[config.mk]
export PLATFORM = sky130hd
export DESIGN_NAME = toroidal_life_generation_step
export DESIGN_NICKNAME = d
export VERILOG_FILES = /design/src/rtl/tlg_pkg.sv /design/src/rtl/tlg_ram.sv /design/src/rtl/tlg_rule.sv /design/src/rtl/toroidal_life_generation_step.sv
export SDC_FILE = /design/constraint.sdc
export NUM_CORES = 1
export LEC_CHECK = 0
export BUFFER_PORTS_ARGS = -buffer_cell sky130_fd_sc_hd__buf_2
export CAP_MARGIN = 20
export CORE_MARGIN = 8
export CORE_UTILIZATION = 47
export DETAILED_ROUTE_END_ITERATION = 12
export PLACE_DENSITY = 0.71
export SETUP_SLACK_MARGIN = 0.02
export SLEW_MARGIN = 20
export SYNTH_ARGS = -nofsm -noshare
export SYNTH_HDL_FRONTEND = slang
export SYNTH_HIERARCHICAL = 1
export SYNTH_SLANG_ARGS = --single-unit
[constraint.sdc]
create_clock -name clk -period 7.2 [get_ports clk]
set_clock_uncertainty 0.15 [all_clocks]
set_input_delay 1.44 -clock clk [delete_from_list [all_inputs] [get_ports clk]]
set_output_delay 1.44 -clock clk [all_outputs]
set_load 0.01 [all_outputs]
[src/rtl/tlg_pkg.sv]
package tlg_pkg;

  localparam int ROW_W = 16;
  localparam int CNT_W = 5;
  localparam int MAX_GRID_DEFAULT = 16;

  localparam logic [CNT_W-1:0] GRID_RESET = 5'd10;
  localparam logic [CNT_W-1:0] MIN_GRID = 5'd3;

  localparam logic [3:0] BIRTH_COUNT = 4'd3;
  localparam logic [3:0] KEEP_COUNT = 4'd2;

  localparam logic OP_LOAD = 1'b0;
  localparam logic OP_STEP = 1'b1;

  typedef logic [ROW_W-1:0] row_t;

  typedef enum logic {
    ST_IDLE,
    ST_STEP
  } state_t;

endpackage

[src/rtl/tlg_ram.sv]
module tlg_ram #(
  parameter int WIDTH = 16,
  parameter int DEPTH = 16,
  parameter int ADDR_W = $clog2(DEPTH)
) (
  input  logic              clk,
  input  logic              we,
  input  logic [ADDR_W-1:0] waddr,
  input  logic [WIDTH-1:0]  wdata,
  input  logic              re,
  input  logic [ADDR_W-1:0] raddr,
  output logic [WIDTH-1:0]  rdata
);

  logic [WIDTH-1:0] mem [DEPTH];

  always_ff @(posedge clk) begin
    if (we) begin
      mem[waddr] <= wdata;
    end
  end

  // Read data holds its value until the next read.
  always_ff @(posedge clk) begin
    if (re) begin
      rdata <= mem[raddr];
    end
  end

endmodule

[src/rtl/tlg_rule.sv]
module tlg_rule
  import tlg_pkg::*;
(
  input  row_t             above,
  input  row_t             mid,
  input  row_t             below,
  input  logic [CNT_W-1:0] n,
  input  row_t             mask,
  output row_t             row
);

  logic [3:0] li [ROW_W];
  logic [3:0] ri [ROW_W];
  logic [3:0] cnt [ROW_W];
  row_t       fresh;

  // Each column is independent; the wrap columns depend on the live grid size.
  always_comb begin
    for (int c = 0; c < ROW_W; c++) begin
      li[c] = (c == 0) ? 4'(n - 5'd1) : 4'(c - 1);
      ri[c] = (5'(c) == n - 5'd1) ? 4'd0 : 4'(c + 1);
      cnt[c] = {3'b0, above[li[c]]} + {3'b0, above[c]} + {3'b0, above[ri[c]]}
             + {3'b0, mid[li[c]]} + {3'b0, mid[ri[c]]}
             + {3'b0, below[li[c]]} + {3'b0, below[c]} + {3'b0, below[ri[c]]};
      fresh[c] = (cnt[c] == BIRTH_COUNT) || ((cnt[c] == KEEP_COUNT) && mid[c]);
    end
  end

  assign row = fresh & mask;

endmodule

[src/rtl/toroidal_life_generation_step.sv]
// Toroidal Game of Life (B3/S23) on a grid of up to 16 by 16 cells.
// Input channel (in_valid/in_ready): operation 0 loads row_bits into row
// row_index if below n, with no result; operation 1 advances one generation.
// Output channel (out_valid/out_ready): after a step, one transfer per row,
// rows 0 to n-1 in order, last_row set on row n-1.
// cfg_we/cfg_wdata write grid_size (n, held within 3 and the row limit).
// Loads can be accepted back to back. A step streams the rows through the
// single read port of the row memory, one row per cycle while the receiver
// keeps up, and the block takes its next item only after the last row of
// the step has been emitted.
// If the receiver stalls, the output register holds the row and the read
// stream pauses; nothing is lost.
// Reset (rst, synchronous) marks every row as dead through per-row valid
// bits, so no clearing pass is needed, and sets grid_size to 10.
module toroidal_life_generation_step
  import tlg_pkg::*;
#(
  parameter int MAX_GRID = MAX_GRID_DEFAULT
) (
  input  logic             clk,
  input  logic             rst,
  input  logic             cfg_we,
  input  logic [CNT_W-1:0] cfg_wdata,
  input  logic             in_valid,
  output logic             in_ready,
  input  logic             operation,
  input  logic [3:0]       row_index,
  input  logic [15:0]      row_bits,
  output logic             out_valid,
  input  logic             out_ready,
  output logic [3:0]       out_row_index,
  output logic [15:0]      out_row_bits,
  output logic             last_row
);

  localparam int ROWS = (MAX_GRID < ROW_W) ? MAX_GRID : ROW_W;
  localparam int AW = $clog2(ROWS);
  localparam logic [CNT_W-1:0] NMAX = CNT_W'(ROWS);

  state_t state, state_next;

  logic [CNT_W-1:0] grid_size;
  logic [CNT_W-1:0] n;
  row_t             mask;
  logic [ROWS-1:0]  row_valid;

  logic [CNT_W-1:0] rk;
  logic [CNT_W-1:0] sc;
  logic [3:0]       crow;
  logic             rv;
  logic             rd_ok;
  logic             wv;
  row_t             above, mid, below, wrap_first;

  logic             in_xfer, load_go, step_go;
  logic             re, shift, emit, feed_from_reg, feed_avail, last_emit;
  logic [CNT_W-1:0] raddr_full;
  logic [AW-1:0]    raddr, waddr;
  logic             we;
  row_t             wdata, rdata, feed, rule_row;

  // Live grid size and column mask.
  always_comb begin
    if (grid_size < MIN_GRID) begin
      n = MIN_GRID;
    end else if (grid_size > NMAX) begin
      n = NMAX;
    end else begin
      n = grid_size;
    end
    mask = ROW_W'((32'd1 << n) - 32'd1);
  end

  always_ff @(posedge clk) begin
    if (rst) begin
      grid_size <= GRID_RESET;
    end else if (cfg_we) begin
      grid_size <= cfg_wdata;
    end
  end

  assign in_xfer = in_valid && in_ready;
  assign load_go = in_xfer && (operation == OP_LOAD) && ({1'b0, row_index} < n);
  assign step_go = in_xfer && (operation == OP_STEP);

  // Feed order of a step: old row n-1, old rows 0 to n-1 from memory, then
  // old row 0 again from a register, since by then it has been rewritten.
  assign feed_from_reg = (sc == n + 5'd1);
  assign feed_avail = feed_from_reg || rv;
  assign emit = wv && (!out_valid || out_ready);
  assign shift = (state == ST_STEP) && (sc <= n + 5'd1) && feed_avail && (!wv || emit);
  assign re = (state == ST_STEP) && (rk <= n) && (!rv || (shift && !feed_from_reg));
  assign raddr_full = (rk == 5'd0) ? n - 5'd1 : rk - 5'd1;
  assign raddr = raddr_full[AW-1:0];
  assign feed = feed_from_reg ? wrap_first : ((rd_ok ? rdata : '0) & mask);
  assign last_emit = emit && (crow == 4'(n - 5'd1));

  // Row i is written only after old row i+1 has been fetched, and later
  // fetches go to rows above i+1, so no forwarding is needed.
  assign we = load_go || emit;
  assign waddr = emit ? crow[AW-1:0] : row_index[AW-1:0];
  assign wdata = emit ? rule_row : (row_bits & mask);

  tlg_ram #(
    .WIDTH (ROW_W),
    .DEPTH (ROWS),
    .ADDR_W(AW)
  ) u_rows (
    .clk  (clk),
    .we   (we),
    .waddr(waddr),
    .wdata(wdata),
    .re   (re),
    .raddr(raddr),
    .rdata(rdata)
  );

  tlg_rule u_rule (
    .above(above),
    .mid  (mid),
    .below(below),
    .n    (n),
    .mask (mask),
    .row  (rule_row)
  );

  always_comb begin
    state_next = state;
    case (state)
      ST_IDLE: begin
        if (step_go) begin
          state_next = ST_STEP;
        end
      end
      ST_STEP: begin
        if (last_emit) begin
          state_next = ST_IDLE;
        end
      end
      default: state_next = ST_IDLE;
    endcase
  end

  always_comb begin
    case (state)
      ST_IDLE: in_ready = 1'b1;
      ST_STEP: in_ready = 1'b0;
      default: in_ready = 1'b0;
    endcase
  end

  always_ff @(posedge clk) begin
    if (rst) begin
      state     <= ST_IDLE;
      row_valid <= '0;
      rk        <= '0;
      sc        <= '0;
      crow      <= '0;
      rv        <= 1'b0;
      wv        <= 1'b0;
      out_valid <= 1'b0;
    end else begin
      state <= state_next;
      if (we) begin
        row_valid[waddr] <= 1'b1;
      end
      if (step_go) begin
        rk   <= '0;
        sc   <= '0;
        crow <= '0;
        rv   <= 1'b0;
        wv   <= 1'b0;
      end else begin
        if (re) begin
          rk <= rk + 5'd1;
        end
        if (re) begin
          rv <= 1'b1;
        end else if (shift && !feed_from_reg) begin
          rv <= 1'b0;
        end
        if (shift) begin
          sc <= sc + 5'd1;
          wv <= (sc >= 5'd2);
        end else if (emit) begin
          wv <= 1'b0;
        end
        if (emit) begin
          crow <= crow + 4'd1;
        end
      end
      if (emit) begin
        out_valid <= 1'b1;
      end else if (out_ready) begin
        out_valid <= 1'b0;
      end
    end
  end

  always_ff @(posedge clk) begin
    if (re) begin
      rd_ok <= row_valid[raddr];
    end
    if (shift) begin
      above <= mid;
      mid   <= below;
      below <= feed;
      if (sc == 5'd1) begin
        wrap_first <= feed;
      end
    end
    if (emit) begin
      out_row_index <= crow;
      out_row_bits  <= rule_row;
      last_row      <= (crow == 4'(n - 5'd1));
    end
  end

  a_idle_empty: assert property (@(posedge clk) disable iff (rst)
    (state == ST_IDLE) |-> (!rv && !wv))
    else $error("row pipeline holds data while idle");

  a_no_rw_clash: assert property (@(posedge clk) disable iff (rst)
    (re && emit) |-> (raddr != crow[AW-1:0]))
    else $error("row write collides with a fetch of the same row");

  a_feed_bound: assert property (@(posedge clk) disable iff (rst)
    (state == ST_STEP) |-> (sc <= n + 5'd2))
    else $error("feed count ran past the grid");

  a_last_idle: assert property (@(posedge clk) disable iff (rst)
    last_emit |=> (state == ST_IDLE) && out_valid && last_row)
    else $error("last row did not end the step");

endmodule
== Word level (Yosys, flattened, before mapping) ==
Memory sizes are Yosys's and may differ from the RTL's. A register that Yosys moved wholly into a read port is not among the register bits.
Index checks and enable logic that the tools add are counted.
Cells by class
  reduce and logical (&&, ||, !) cells: 61
  bitwise operators: 6
  $lt $le $gt $ge: 25
  mux-type cells: 134
  add/sub/neg operators: 119
  shift-type cells: 1
  equal/unequal tests: 49
Operators by type and width (count)
  $add A4 B1 Y4: 96
  $bmux W1 S4: 49
  $eq A4 B2 Y1 const B: 32
  $lt A4 B5 Y1 const B: 18
  $mux W1: 61
  $and A16 B16 Y16: 3
  $mux W16: 3
  $mux W4: 10
  $eq A4 B5 Y1 const A: 7
  $add A1 B1 Y2: 16
  $logic_and A1 B1 Y1: 29
  $logic_or A1 B1 Y1: 21
  $eq A3 B5 Y1 const A: 4
  $or A16 B16 Y16: 1
  $shl A1 B5 Y16 const A: 1
  $sub A16 B1 Y16 const B: 1
  $add A5 B1 Y5 const B: 3
  $mux W3: 4
  $eq A2 B5 Y1 const A: 2
  $le A5 B5 Y1: 2
  $logic_not A5 Y1: 2
  $mux W5: 2
  $reduce_bool A2 Y1: 3
  $eq A1 B5 Y1 const A: 1
  18 further kinds: 24
Storage, ports and cells
  output and inout port bits: 23
  input port bits: 31
  register bits after elaboration: 125
  memories: 1
  word-level logic and storage cells: 413
  RAM bits: 256
Memories
  u_rows.mem: depth 16, width 16, read ports 1, clocked after memory_dff 1, wr ports 1, RTL line tlg_ram.sv:15  | logic [WIDTH-1:0] mem [DEPTH];

== Longest topological paths before layout ==
  depth after elaboration: 19
  mapped depth: 25
  gate-level depth less buffers: 21

== Modules after synthesis ==
The synthesis kept the hierarchy.
By module, submodules not included
  tlg_ram: seq. area each 8167.8 µm², area each 10203.5 µm², times used 1, cells an instance 432
  toroidal_life_generation_step: seq. area each 3363.2 µm², area each 6073.3 µm², times used 1, cells an instance 580
  tlg_rule: seq. area each 0.0 µm², area each 3782.4 µm², times used 1, cells an instance 344

== Least setup slack after synthesis ==
Ideal clock, no wire load.
  path type: register to register
  from: reg grid_size[2]
  to: mem u_rows.mem[0][0] (data pin)
  path buffers: 5
  setup time: 0.205 ns
  stages on the path, launching flop included: 26
  path slack: 1.220 ns
  clock period less this slack: 5.980 ns
  data required time: 6.845 ns
  arrival time: 5.625 ns
  cell sequence: dfxtp_1 -> buf_6 -> o21ba_4 -> nor2_1 -> buf_4 -> buf_6 -> buf_2 -> inv_1 -> ha_1 -> nor3b_2 -> xnor2_4 -> buf_6 -> nand3_2 -> mux2_1 -> fa_1 -> inv_1 -> fa_1 -> inv_1 -> fa_1 -> inv_1 -> fa_1 -> a2111oi_0 -> a21oi_1 -> nor4b_1 -> nand2_1 -> nand2_1
Between the ends
  longest elaborated chain between the ends: 19
  elaborated cells between the ends (all ways): 35
  those cells by class: 9 x add/sub; 2 x order compare; 2 x eq/ne; 1 x shift; 16 x mux; 2 x bitwise; 3 x reduce/logical
RTL lines
  from (decl): RTL line toroidal_life_generation_step.sv:42  | logic [CNT_W-1:0] grid_size;
  from (signal assigned): RTL line toroidal_life_generation_step.sv:78  | grid_size <= cfg_wdata;
  $gt A5 B5 Y1: RTL line toroidal_life_generation_step.sv:66  | end else if (grid_size > NMAX) begin
  $mux W5: RTL line toroidal_life_generation_step.sv:66
  $mux W5 (*): RTL line toroidal_life_generation_step.sv:64  | if (grid_size < MIN_GRID) begin
  named net n[0]: RTL line toroidal_life_generation_step.sv:43  | logic [CNT_W-1:0] n;
  $sub A5 B1 Y5: RTL line tlg_rule.sv:21  | ri[c] = (5'(c) == n - 5'd1) ? 4'd0 : 4'(c + 1);
  $logic_not A5 Y1: RTL line tlg_rule.sv:21
  $mux W1: RTL line tlg_rule.sv:21
  $bmux W1 S4: RTL line tlg_rule.sv:22  | cnt[c] = {3'b0, above[li[c]]} + {3'b0, above[c]} + {3'b0, above[ri[c]]}
  [... 4 more ...]
  $add A4 B1 Y4 (3 in series): RTL line tlg_rule.sv:24  | + {3'b0, below[li[c]]} + {3'b0, below[c]} + {3'b0, below[ri[c]]};
  $eq A4 B2 Y1: RTL line tlg_rule.sv:25  | fresh[c] = (cnt[c] == BIRTH_COUNT) || ((cnt[c] == KEEP_COUNT) && mid[c]);
  $logic_and A1 B1 Y1: RTL line tlg_rule.sv:25
  $logic_or A1 B1 Y1: RTL line tlg_rule.sv:25
  $and A16 B16 Y16 (*): RTL line tlg_rule.sv:29  | assign row = fresh & mask;
  named net rule_row[0]: RTL line toroidal_life_generation_step.sv:60  | row_t wdata, rdata, feed, rule_row;
  $mux W16 (*): RTL line toroidal_life_generation_step.sv:102  | assign wdata = emit ? rule_row : (row_bits & mask);
  named net wdata[0]: RTL line toroidal_life_generation_step.sv:60
  to (decl): RTL line tlg_ram.sv:15
The timed path passes the listed nets; every way through them passes the cells marked *. The select of a mux whose other input is x is not followed.

== Worst setup path in the final report ==
  from: reg grid_size[2]
  to: mem u_rows.mem[9][0] (data pin)
Same word-level chain as after synthesis.

==> results.txt <==
----------------------------------------------------
[Timing]
  Accumulated negative setup slack ... 0 ns
  Transition time of the tightest slew-check pin ... 1.06 ns
  Post-Route Hold Slack ... 0.334 ns
  Hold violation total from the final report ... 0
  Tightest slew margin relative to the limit ... 29.3%
  Unrepaired setup endpoints after global routing ... no
  Peak clock frequency supported by timing ... 155 MHz
  Setup violators final ... 0
  Total count of max-transition violations in the final report ... 0
  Final critical path time including I/O delays and setup ... 6.44 ns
  Final critical-path share of the clock period ... 89.5%

[Worst setup path]
  Number of cells on the critical path ... 21
  Arrival time at the worst endpoint ... 6.58 ns
  Largest stage delay on the critical path ... 0.52 ns
  Number of cells on the worst reg-to-reg path ... 21
  WP buf/inv ... 4
  Crit Path Category ... flop to flop
  Kind of end point of the critical path ... flop
  Chain of cells forming the critical path ... nor2_1, nor2_1, nor2_1, inv_1, ha_1, nor3b_2, xnor2_4, nand3_2, mux2_1, fa_1, inv_1, fa_1, inv_1, fa_1, inv_1, fa_1, a2111oi_0, a21oi_1, nor4b_1, nand2_1, nand2_1
  Crit-path slowest cell ... xnor2_4
  Startpoint Class ... flop
  WP data required ... 7.34 ns
  Top cell family by delay on the critical path ... simple AND/OR/NAND/NOR gates
  Crit-path max FO ... 19

[Drt]
  Number of nets with antenna violations after detailed routing ... 0
  Final Routed Wirelength ... 47200 um
  Per-cell routed wire length ... 23.6 um
  Number of iterations in the first detailed-routing pass ... 6
  Number of vias per cell after detailed routing ... 6.00
  DR DRC count ... 0
  Total number of vias ... 12000
  DR iter-0 viols ... 1024

[Yosys]
  Dominant cell by count in the synthesized netlist ... edfxtp_1
  Total nets after synthesis ... 1532
  Synthesized area ... 20100 sq um
  Cells after synthesis ... 1356
  Portion of synthesized cell area occupied by the leading cell type ... 53.6%
  Proportion of synthesized chip area in sequential cells ... 57.5%
  Count of state elements after synthesis ... 397
  Most numerous cell types in the synthesized netlist ... edfxtp_1, nand2_1, inv_1
  FFs w/ async S/R, synth ... 0%
  Biggest area contributors in the synthesized netlist ... edfxtp_1, mux4_2, fa_1, ha_1, dfxtp_1
  Flip-flop cell with the highest count after synthesis ... edfxtp_1
  Unique masters post-synth ... 75
  Average size of a mapped cell ... 14.8 sq um
  Total number of yosys warnings ... 6
  Area leader, netlist ... edfxtp_1
  Post-synth EDFFs ... 358

[Global route]
  Pin count of the biggest net entering global routing ... 65
  Total overflow reported by the global router ... 0
  Global-route wire length before repair ... 73300 um
  Initial antenna violation count ... 0
  Via count of the first global-routing pass ... 12300
  All-layer global routing usage ... 19.1%

[Min path]
  Worst hold path type ... flop to flop
  Hold Path Stages ... 2

[Floorplanning]
  Row cnt ... 75
  Top-Level Pins ... 54
  Chip width ... 223 um
  Vert. Die Dim ... 223 um
  Die area ... 49500 sq um
  Initial core utilization ... 47.7%
  Floorplan core area ... 42000 sq um

[Power and ir drop]
  Leakage power figure ... 8.16 nW
  Final Total Pwr ... 5.62 mW
  Power per Cell Area ... 251 nW/um^2
  Max rail drop VDD ... 167 uV

[Clocking]
  Clock slew seen by the registers of the worst setup and hold paths ... 0.06 ns
  Clock Sink Count ... 397
  CTS max path bufs ... 3
  Clk root buf ... clkbuf_16
  CTS Buf Count ... 42
  CTS tree ... yes
  Worst-skew pair later-pin latency ... 0.58 ns
  CTS hold repair buffers ... 0
  Total number of H-tree levels ... 2
  Total of cells resized after clock tree synthesis ... 0
  Number of setup buffers added after CTS ... 0

[Placement]
  Post-detailed-placement cell area ... 21100 sq um
  Number of I/O port buffers ... 53
  DP Wirelength ... 31800 um
  Routability-driven placement congestion ratio ... 0.939

[Cells and area]
  Net count, final ... 1609
  Share of final-layout standard cells stronger than drive strength 1 ... 18.5%
  Synthesis-to-finish area growth ... 11.4%
  Final core utilization ... 53.2%
  Post-Layout Inst Area ... 22300 sq um

[Status]
  Status ... complete, no violations

[Flow run]
  Max-Cap Viols ... 0

----------------------------------------------------
-- worst min-delay path: stages (launching register included) --
cell and delay, ns:
dfxtp_1 0.31, inv_1 0.05, o22ai_1 0.07
-- cells in the final DEF (no fill, tap or decap), drive strengths merged, types with 3 or more instances in the layout --
cell type | Yosys | final
o31ai | 5 | 5
nor3b | 4 | 4
nand2 | 102 | 102
nand2b | 7 | 7
and3 | 7 | 7
nor3 | 17 | 17
a21boi | 3 | 3
nand3b | 4 | 4
mux2i | 35 | 35
a31oi | 7 | 7
fa | 64 | 64
or4b | 3 | 3
a31o | 3 | 3
ha | 81 | 81
o211ai | 10 | 10
edfxtp | 358 | 358
nor2 | 53 | 53
nor4b | 4 | 4
xor2 | 7 | 7
buf | 26 | 88
mux4 | 78 | 78
a211oi | 3 | 3
o21ai | 53 | 53
a22oi | 37 | 37
a21o | 6 | 6
nor2b | 12 | 12
nand3 | 55 | 55
and2 | 5 | 5
xnor2 | 20 | 20
a211o | 5 | 5
inv | 101 | 103
a21oi | 36 | 36
clkbuf | 29 | 50
dfxtp | 39 | 39
clkinv | 1 | 19
mux2 | 17 | 17
o22ai | 18 | 18
o2111a | 14 | 14
-- cell families after synthesis --
family,count (synthesis),share of synthesized area [%]
xor+xnor,27,1.27
simple gates,284,7.04
buf+inv,157,3.35
fa+ha+maj,145,11.4
compound gates,216,7.67
mux,130,11.7
flops,397,57.5
-- through the flow --
stage / instances / worst slack [ns]
after floorplan: 1356 / 1.22
after global placement: 1928 / 0.999
after detailed placement: 1928 / 0.814
after CTS: 2001 / 0.788
after global routing: 2001 / 0.157
final: 2002 / 0.759
-- sequential cells by signal, summed over array words and instances, names as in the netlist, 4 cells and up --
name and flops:
grid_size 5, mid 16, wrap_first 16, u_rows/rdata 16
below 16, out_row_bits 16, row_valid 16, out_row_index 4
u_rows/mem 256, above 16, rk 5, sc 5
crow 4
-- worst paths after layout --
check                      from               end  slack [ns]
setup reg to reg   grid_size[2]  u_rows/mem[9][0]        0.76
hold / removal    row_valid[15]     row_valid[15]        0.33
setup / recovery   grid_size[2]  u_rows/mem[9][0]        0.76
hold reg to reg   row_valid[15]     row_valid[15]        0.33
-- power by group --
part	internal, mW	switching [mW]
Clock	1.15	0.905
Combinational	0.379	0.560
Sequential	2.59	0.0277
Total	4.13	1.49
-- layer usage --
metal | global-route usage, % | part of all wire, % | up-vias
li1 | - | - | 5342
met1 | 24.5 | 41 | 6142
met2 | 32.7 | 50 | 418
met3 | 2.59 | 5.3 | 102
met4 | 7.12 | 3.3 | 0
met5 | 0 | 0 | -
-- layout make-up --
type | instances | area (sq um)
clock buffers | 50 | 1080
clock inverters | 23 | 213
inverters | 102 | 383
multi-input cells | 802 | 7940
fillers | 3367 | 19700
diodes | 1 | 2.50
flip-flops and latches | 397 | 11500
well taps | 539 | 674
repair buffers | 88 | 528
(Power assumes the default switching activity.)
